`src/rtl/core/tli_pkg.sv`:
```
// ----------------------------------------------------------------------------
// Turtle line interpreter package
// Shared types, symbol codes, register indexes and the sine table generator.
// ----------------------------------------------------------------------------
package tli_pkg;

   localparam int CSR_ADDR_BITS = 3;
   localparam int CSR_DATA_BITS = 16;

   localparam logic [CSR_ADDR_BITS-1:0] CSR_TURN_ANGLE    = 3'd0;
   localparam logic [CSR_ADDR_BITS-1:0] CSR_STEP_LENGTH   = 3'd1;
   localparam logic [CSR_ADDR_BITS-1:0] CSR_START_X       = 3'd2;
   localparam logic [CSR_ADDR_BITS-1:0] CSR_START_Y       = 3'd3;
   localparam logic [CSR_ADDR_BITS-1:0] CSR_START_HEADING = 3'd4;

   localparam logic [7:0] SYM_DRAW_F = 8'h46;
   localparam logic [7:0] SYM_DRAW_A = 8'h41;
   localparam logic [7:0] SYM_DRAW_B = 8'h42;
   localparam logic [7:0] SYM_PLUS   = 8'h2B;
   localparam logic [7:0] SYM_MINUS  = 8'h2D;
   localparam logic [7:0] SYM_PUSH   = 8'h5B;
   localparam logic [7:0] SYM_POP    = 8'h5D;

   localparam longint unsigned HALF_PI_Q30 = 64'd1686629713;

   typedef enum logic [2:0] {
      OP_NOP,
      OP_DRAW,
      OP_TURN_POS,
      OP_TURN_NEG,
      OP_PUSH,
      OP_POP
   } op_code_type;

   typedef struct packed {
      op_code_type code;
      logic        last;
   } op_type;

   typedef struct packed {
      logic [7:0] symbol;
      logic       last_symbol;
   } req_type;

   typedef struct packed {
      logic signed [15:0] seg_x0;
      logic signed [15:0] seg_y0;
      logic signed [15:0] seg_x1;
      logic signed [15:0] seg_y1;
   } rsp_type;

   typedef struct packed {
      logic [15:0]        turn_angle;
      logic [15:0]        step_length;
      logic signed [15:0] start_x;
      logic signed [15:0] start_y;
      logic [15:0]        start_heading;
   } cfg_type;

   typedef struct packed {
      logic pop_busy;
      logic delta_ready;
   } bk_status_type;

   // Quarter-wave sine entry in Q1.14 for index idx of 2**bits steps, built
   // from a Q30 Taylor series.
   function automatic logic [14:0] sine_entry(input int idx, input int bits);
      longint unsigned theta;
      longint unsigned t2;
      longint unsigned term;
      longint          sum;
      longint          r;
      theta = (HALF_PI_Q30 * 64'(idx)) >> bits;
      t2 = (theta * theta) >> 30;
      term = theta;
      sum = longint'(theta);
      for (int k = 1; k <= 12; k++) begin
         term = (term * t2) >> 30;
         term = term / 64'((2 * k) * (2 * k + 1));
         if ((k & 1) != 0) sum = sum - longint'(term);
         else sum = sum + longint'(term);
      end
      if (sum < 0) sum = 0;
      r = (sum * 64'sd16384 + 64'sd536870912) >>> 30;
      if (r > 64'sd16384) r = 64'sd16384;
      return r[14:0];
   endfunction

endpackage

```
`src/rtl/core/tli_front.sv`:
```
// ----------------------------------------------------------------------------
// Turtle line interpreter front end
// Accepts symbols, decodes them into operations and queues them for the back end.
// ----------------------------------------------------------------------------
module tli_front (
   input  logic             clock,
   input  logic             reset,
   input  logic             req_valid,
   output logic             req_ready,
   input  tli_pkg::req_type req_data,
   output logic             op_valid,
   input  logic             op_ready,
   output tli_pkg::op_type  op_data
);

   tli_pkg::op_type entry_ff [2];
   logic            wr_ptr_ff, wr_ptr_in;
   logic            rd_ptr_ff, rd_ptr_in;
   logic [1:0]      count_ff, count_in;
   tli_pkg::op_type decoded;
   logic            push;
   logic            pop;

   always_comb begin
      decoded.last = req_data.last_symbol;
      unique case (req_data.symbol)
         tli_pkg::SYM_DRAW_F, tli_pkg::SYM_DRAW_A, tli_pkg::SYM_DRAW_B:
            decoded.code = tli_pkg::OP_DRAW;
         tli_pkg::SYM_PLUS:  decoded.code = tli_pkg::OP_TURN_POS;
         tli_pkg::SYM_MINUS: decoded.code = tli_pkg::OP_TURN_NEG;
         tli_pkg::SYM_PUSH:  decoded.code = tli_pkg::OP_PUSH;
         tli_pkg::SYM_POP:   decoded.code = tli_pkg::OP_POP;
         default:            decoded.code = tli_pkg::OP_NOP;
      endcase
   end

   assign req_ready = (count_ff != 2'd2);
   assign op_valid  = (count_ff != 2'd0);
   assign op_data   = entry_ff[rd_ptr_ff];
   assign push      = req_valid & req_ready;
   assign pop       = op_valid & op_ready;

   always_comb begin
      wr_ptr_in = wr_ptr_ff ^ push;
      rd_ptr_in = rd_ptr_ff ^ pop;
      count_in  = count_ff + {1'b0, push} - {1'b0, pop};
   end

   always_ff @(posedge clock) begin
      if (reset) begin
         wr_ptr_ff <= 1'b0;
         rd_ptr_ff <= 1'b0;
         count_ff  <= 2'd0;
      end else begin
         wr_ptr_ff <= wr_ptr_in;
         rd_ptr_ff <= rd_ptr_in;
         count_ff  <= count_in;
      end
      if (push) begin
         entry_ff[wr_ptr_ff] <= decoded;
      end
   end

endmodule

```
`config.mk`:
```
export PLATFORM = sky130hd
export DESIGN_NAME = tli_front
export DESIGN_NICKNAME = d
export VERILOG_FILES = /design/src/rtl/core/tli_pkg.sv /design/src/rtl/core/tli_front.sv
export SDC_FILE = /design/constraint.sdc
export NUM_CORES = 1
export LEC_CHECK = 0
export BUFFER_PORTS_ARGS = -buffer_cell sky130_fd_sc_hd__buf_2
export CAP_MARGIN = 30
export CORE_MARGIN = 2
export CORE_UTILIZATION = 45
export DETAILED_ROUTE_END_ITERATION = 10
export PLACE_DENSITY = 0.72
export SYNTH_ARGS = -nofsm -noshare
export SYNTH_HDL_FRONTEND = slang
export SYNTH_SLANG_ARGS = --single-unit
```
`constraint.sdc`:
```
create_clock -name clock -period 1.7 [get_ports clock]
set_clock_uncertainty 0.05 [all_clocks]
set_input_delay 0.34 -clock clock [delete_from_list [all_inputs] [get_ports clock]]
set_output_delay 0.34 -clock clock [all_outputs]
set_load 0.01 [all_outputs]
```
Word level (Yosys, flattened, before mapping)
Memories as Yosys holds them, arrays and structs flattened. A register that Yosys moved wholly into a read port is not among the register bits. Cells that the tools add are included.

Bitwise logic cells: 4. Reduce and logical (&&, ||, !) cells: 2. Multipliers: 0. Divide/modulo/power cells: 0. Muxes and demuxes: 4. Shifts and indexed selects: 0. $add $sub $neg: 2. Eq/ne operators: 8. $lt $le $gt $ge: 0.

Operators by type and width (count): 8-bit by 7-bit equality test with 1-bit output, second input constant (5); 8-bit by 6-bit equality test with 1-bit output, second input constant (2); 3-bit one-hot mux with 5 select lines (1); 1-bit two-way mux (3); 3-bit OR reduction (1); 2-bit by 1-bit adder with 2-bit output (1); 1-bit bitwise AND (2); 2-bit inequality test, second input constant (1); 2-bit nonzero test (1); 2-bit by 1-bit subtractor with 2-bit output (1); 1-bit bitwise XOR (2).

Word-level logic and storage cells: 24. Flip-flop bits (word level): 4. Output and inout port bits: 6. Latch bits: 0. Memory bits (read-only): 0. Memories: 1. Memory bits (writable): 8.

Memories: entry_ff (words 2, bits a word 4, read ports 1, clocked after memory_dff 1, wr ports 1, line tli_front.sv:16) `tli_pkg::op_type entry_ff [2];`.

Depth between registers and ports, before layout
Gate-level depths: netlist of run 1.

Depth in word-level cells: 4. Depth in mapped cells: 8. Depth with buffers taken out: 8.

Least setup slack after synthesis of run 1
Ideal clock, no wire load.

Path type: flip-flop to flip-flop. Start point: register count_ff[0]. End point: register count_ff[1]. Path slack: 0.130 ns. Arrival: 1.442 ns. Cell stages (with the launch flop): 9. Library setup time: 0.078 ns. Data required time: 1.572 ns. Period minus slack after synthesis: 1.570 ns. Path buffers: 0. Cell sequence: dfxtp_1 nand2b_1 nand2_1 ha_1 inv_1 ha_1 xor2_1 and2_1 nor3_1.

Word-level cells in the longest chain between the ends: 4.

RTL lines: from (decl) (line tli_front.sv:19) `logic [1:0] count_ff, count_in;`; from (signal assigned) (line tli_front.sv:57) `count_ff <= count_in;`; 2-bit inequality test (line tli_front.sv:37) `assign req_ready = (count_ff != 2'd2);`; net req_ready (line tli_front.sv:9) `output logic req_ready,`; 1-bit bitwise AND (line tli_front.sv:40) `assign push = req_valid & req_ready;`; 2-bit by 1-bit adder with 2-bit output (line tli_front.sv:46) `count_in = count_ff + {1'b0, push} - {1'b0, pop};`; 2-bit by 1-bit subtractor with 2-bit output (line tli_front.sv:46).

The timed path passes the listed nets, and every way through them passes these cells. A chain may end at the register's enable or synchronous reset.

==> results.md, run 1 <==
* Outcome: completed
* First-pass GRT wire length at between 1.5 and 2 mm
* Worst-case clock buffer depth at 2
* CTS tree: yes
* Footprint of the multi-input gates at around 280 sq um
* Post-synth net total at 67
* Worst-Skew Late Latency at about 0.26 ns
* Ordered cell list for the critical path: mux2_2 -> buf_2
* Gpl congestion at around 0.65
* Final HPWL DP at 863 um
* Final WL at 1.02 mm
* Register area share after synthesis at 0.525
* Clock transition at path regs at approximately 0.070 ns
* Final nets at 90
* Final Max Tran Viols at 0
* Arrival @ worst endpoint at 1.21 ns
* Htree depth at 1
* Setup_tns at 0 ns
* Seq cells post-synth at 12
* DRT iter0 DRCs at 7
* Complex-gate fraction of the synthesized area at 0.0594
* Slack of the critical path at approximately 0.096 ns
* Post-Synth Simple-Gate Area at 0.193
* Mux cell area share after synthesis at 0.0738
* Tot GR Track Use at 0.152
* Unique masters post-synth at 23
* Tightest Hold Check Type: input pin to flop
* Die height at 40.8 um
* Fillcell total at 116
* Num CTS Buffers at 3
* Post-synthesis average cell area at 12.2 sq um
* Register area at 322 sq um
* Largest net degree at the start of global routing at 8
* Post_cts resized at 0
* Port Buffers at 18
* Relative slew slack at 0.788
* Placement Setup Slack at 0.102 ns
* Worst hold slack at 0.221 ns
* Kind of critical path: flop to output pin
* Drt first pass iters at 2
* Slowest stage delay, CP at between 0.4 and 0.5 ns
* Setup violators final at 0
* Final hold violations at 0
* Worst slew pin tran at roughly 0.31 ns
* Critical Path End Type: output pin
* Remaining global-route overflow at 0
* Synth Area in Adders at 0.0820
* CTS sink cnt at 12
* DRT antenna net count at 0
* Period utilisation layout at 0.944
* Die width at 40.8 um
* Via count at about 440
* Initial antenna violation count at 0
* Worst-path fanout max at 5
* Core footprint at about 0.0013 sq mm
* XOR/XNOR Fraction of Synth Area at 0.0430
* # DRC at 0
* Area growth from synthesis to layout at 24.0%
* Ant diodes at 0
* Synth Instances at 50
* Post-DR vias/cell at approximately 5.0
* Setup repair bufs after CTS at 0
* Leak at 0.335 nW
* Type of origin of the critical path: flop
* # rows at 13
* Area of the die at 0.00167 sq mm
* CP max stage cell: dfxtp_1
* Most frequent cells in the layout: buf_2, edfxtp_1
* Fin crit period at 1.60 ns
* Post-Syn Area at 611 sq um
* VDD IR max at 0.610 mV
* WL per Instance at 11.8 um
* CTS Hold Buffers Added at 0
* Clock root buffer: clkbuf_4
* Yosys warning total at 0
* Pwr per Cell Area at 1310 mW/mm^2
* Commonest non-fill, non-tap cell in the layout: buf_2
* Vias in the first global route at 398
* Max_cap viols at 0
* Largest family of logic cells by synthesized area: simple AND/OR/NAND/NOR gates
* Layout cells sized above 1 at 0.417
* I/O pins at 19
* Initial Utilization at 0.475
* RSZ-0062 raised after global routing: no
* Worst endpoint required time at 1.31 ns
* Fmax achieved at 623 MHz
[cell type report]
cell class | instances | area share
Sequential cell | 12 | 0.425
Multi-Input combinational cell | 34 | 0.364
Timing Repair Buffer | 18 | 0.119
Clock buffer | 4 | 0.0479
Tap cell | 15 | 0.0248
Inverter | 4 | 0.0198
[synth_stat cells, drive strengths merged]
master	number	share of area
dfxtp	4	0.13
mux2	4	0.074
nand2	2	0.012
edfxtp	8	0.39
inv	4	0.025
o211ai	1	0.012
and2b	1	0.012
nand2b	1	0.010
nor4b	1	0.025
nor2b	2	0.020
or2	1	0.010
nor3b	2	0.025
nor3	2	0.016
nand4b	1	0.014
a21oi	1	0.0082
xnor2	1	0.014
and2	1	0.010
ha	4	0.082
o21a	1	0.012
nor2	4	0.025
nand3b	1	0.012
o41ai	1	0.027
xor2	2	0.029
[critical path: cells and delay by family (launching register included)]
kind	cells	cell delay, ns
buffers and inverters	1	0.14
multiplexers	1	0.37
flip-flops	1	0.45
[per-stage QoR]
stage	util	instance area (sq um)	power, mW	std cells
2_1_floorplan	-	611	0.667	50
3_3_place_gp	0.560	719	0.772	83
3_5_place_dp	0.560	719	0.789	83
4_1_cts	0.588	756	1.01	87
5_1_grt	0.589	757	1.08	87
6_report	0.589	757	0.994	87
[state kept, by name, indices dropped and copies added (netlist names)]
| signal | flops |
|---|---|
| rd_ptr_ff | 1 |
| entry_ff | 8 |
| wr_ptr_ff | 1 |
| count_ff | 2 |
[cells by family (layout without fill, tap and decap cells)]
logic type,Yosys count,after routing
muxes,4,4
adders and majority gates,4,4
DFF,12,12
xor gates and xnor gates,3,3
buffers and inverters,4,26
and+or+nand+nor,19,19
AOI/OAI and AO/OA,4,4
[layer usage]
layer,wire length (um),track usage,vias up
met5,0,0,-
met4,0,0.100,0
met3,33,0.0326,0
met2,601,0.258,12
met1,388,0.168,199
li1,-,-,226
[path summary, 6_finish.rpt]
kind / cells after the start / end / slack, ns / startpoint
setup / recovery: 2 / op_data[2] / 0.1 / rd_ptr_ff$_SDFF_PP0_
setup reg to reg: 7 / count_ff[1]$_SDFF_PP0_ / 0.1 / count_ff[1]$_SDFF_PP0_
hold reg to reg: 2 / count_ff[1]$_SDFF_PP0_ / 0.49 / count_ff[1]$_SDFF_PP0_
hold / removal: 1 / entry_ff[0][0]$_DFFE_PP_ / 0.22 / req_data[0]
[power by group]
group          internal (mW)  leakage (nW)  switching (mW)  total (mW)
registers              0.389         0.111          0.0488       0.437
logic                  0.180         0.203           0.160       0.340
clock network          0.130        0.0210          0.0866       0.216
total                  0.698         0.335           0.296       0.994
No activity file was read; power rests on OpenSTA's default activity.
==> run 2: changes to the inputs <==
==> constraint.sdc (replaced) <==
create_clock -name clock -period 1.7 [get_ports clock]
set_clock_uncertainty 0.05 [all_clocks]
set_input_delay 0.085 -clock clock [delete_from_list [all_inputs] [get_ports clock]]
set_output_delay 0.085 -clock clock [all_outputs]
set_load 0.01 [all_outputs]
==> results.md, run 2 (synthesis gave the netlist of run 1 again) <==
* Final Util at 0.602
* Fillcell total at 116
* DRT antenna net count at 0
* Post-DR vias/cell at 4.85
* Relative slew slack at 0.793
* Leak at 0.339 nW
* Setup_tns at 0 ns
* Clock root buffer: clkbuf_4
* Max_cap viols at 0
* Fin crit period at between 1.5 and 2 ns
* Biggest registers after layout: entry_ff x8, count_ff x2
* Htree depth at 1
* Final hold violations at 0
* Worst-case clock buffer depth at 2
* Cell mode on critical path: ha_1
* Period utilisation layout at 0.924
* Initial Utilization at 0.475
* CTS sink cnt at 12
* Kind of critical path: flop to flop
* Final WL at 1.02 mm
* Slowest stage delay, CP at roughly 0.34 ns
* Worst-path fanout max at 5
* Type of origin of the critical path: flop
* CP top delay family: adder cells
* Vias in the first global route at 429
* Area growth from synthesis to layout at 26.6%
* Drt first pass iters at 2
* Clk pwr share at 0.182
* Sw Ratio at 0.313
* Num CTS Buffers at 3
* Arrival @ worst endpoint at 1.69 ns
* Remaining global-route overflow at 0
* CTS tree: yes
* Critical Path End Type: flop
* Pwr per Cell Area at 1240 mW/mm^2
* Worst-Skew Late Latency at 0.27 ns
* First-pass GRT wire length at ~1.7 mm
* Worst endpoint required time at 1.81 ns
* WL per Instance at around 11 um
* Tightest Hold Check Type: input pin to flop
* CP max stage cell: dfxtp_2
* # DRC at 0
* I/O pins at 19
* DRT iter0 DRCs at 1
* Gpl congestion at 0.639
* Final nets at 92
* Setup violators final at 0
* Ordered cell list for the critical path: o21a_1 -> ha_1 -> inv_1 -> ha_1 -> xor2_1 -> and2_1 -> nor3_2
* Area of the die at 0.00167 sq mm
* RSZ-0062 raised after global routing: no
* # rows at 13
* Part of the power in registers at 0.459
* Worst slew pin tran at around 0.31 ns
* Tot GR Track Use at 0.155
* Final HPWL DP at 807 um
* Commonest non-fill, non-tap cell in the layout: buf_2
* Outcome: completed
* Clock transition at path regs at about 0.070 ns
* Via count at around 430
* VDD IR max at 0.435 mV
* Initial antenna violation count at 0
* Switch Pwr at between 0.3 and 0.4 mW
* Internal power at about 0.66 mW
* Largest register FFs at 8
* Final Max Tran Viols at 0
* Fmax achieved at ~640 MHz
* Worst hold slack at 0.0918 ns
* Port Buffers at 18
* Crit path buf inv count at 1
* Die height at 40.8 um
* Die width at 40.8 um
* Most frequent cells in the layout: buf_2, edfxtp_1
* Largest net degree at the start of global routing at 8
* Core footprint at about 0.0013 sq mm
* Combinational share of power at 0.360
* Layout cells sized above 1 at 0.419
* Ant diodes at 0
* Top reg by flops: entry_ff
## run 2: cell types whose count changed in the layout (fill, tap and decap cells not counted)
| cell | delta |
|---|---|
| dfxtp_2 | +1 |
| clkbuf_8 | -1 |
| nor3_2 | +1 |
| nor3_1 | -1 |
| dlygate4sd3_1 | +2 |
| dfxtp_1 | -1 |
| clkinv_1 | +1 |
## run 2: routing by layer
metal | vias to the layer above | routed length, um | global-route usage
li1 | 226 | - | -
met1 | 194 | 425 | 0.167
met2 | 10 | 545 | 0.270
met3 | 2 | 29 | 0.0163
met4 | 0 | 14 | 0.125
met5 | - | 0 | 0
## run 2: final cells by class
class                           count  area, sq um  area share
Sequential cell                    12          323       0.417
Clock buffer                        3         22.5      0.0291
Inverter                            4         15.0      0.0194
Tap cell                           15         18.8      0.0243
Multi-Input combinational cell     34          280       0.362
Clock inverter                      1         3.75     0.00485
Timing Repair Buffer               20          110       0.142
## run 2: worst paths after layout
path                              endpoint  slack, ns  cells past startpoint                   start
setup / recovery    count_ff[1]$_SDFF_PP0_       0.13                      7  count_ff[1]$_SDFF_PP0_
hold / removal    entry_ff[0][2]$_DFFE_PP_       0.09                      2             req_data[7]
setup reg to reg    count_ff[1]$_SDFF_PP0_       0.13                      7  count_ff[1]$_SDFF_PP0_
hold reg to reg     count_ff[1]$_SDFF_PP0_       0.50                      2  count_ff[1]$_SDFF_PP0_
## run 2: through the flow
step / worst slack (ns) / total power [mW] / cell area [sq um] / cells
2_1_floorplan: 0.130 / 0.667 / 611 / 50
3_3_place_gp: 0.152 / 0.770 / 719 / 83
3_5_place_dp: 0.105 / 0.781 / 719 / 83
4_1_cts: 0.0840 / 0.964 / 766 / 89
5_1_grt: 0.0180 / 1.04 / 773 / 89
6_report: 0.129 / 0.960 / 773 / 89
## run 2: timing repair
action	CTS	global route
hold buffers	2	0
gates resized for setup	0	3
endpoints found under the hold margin	6	0
setup endpoints to repair	0	1
setup buffers	0	0
## run 2: power groups by stage
stage | registers, mW | clock network, mW | logic (mW)
after floorplan | 0.428 | 0 | 0.239
after global placement | 0.439 | 0 | 0.331
after detailed placement | 0.444 | 0 | 0.338
after CTS | 0.437 | 0.184 | 0.343
after global routing | 0.451 | 0.193 | 0.395
final | 0.440 | 0.175 | 0.345
## run 2: worst reg2reg max path, stage by stage (launching register included)
cell and delay (ns):
dfxtp_2 0.34, o21a_1 0.21, ha_1 0.29, inv_1 0.05
ha_1 0.15, xor2_1 0.18, and2_1 0.16, nor3_2 0.04
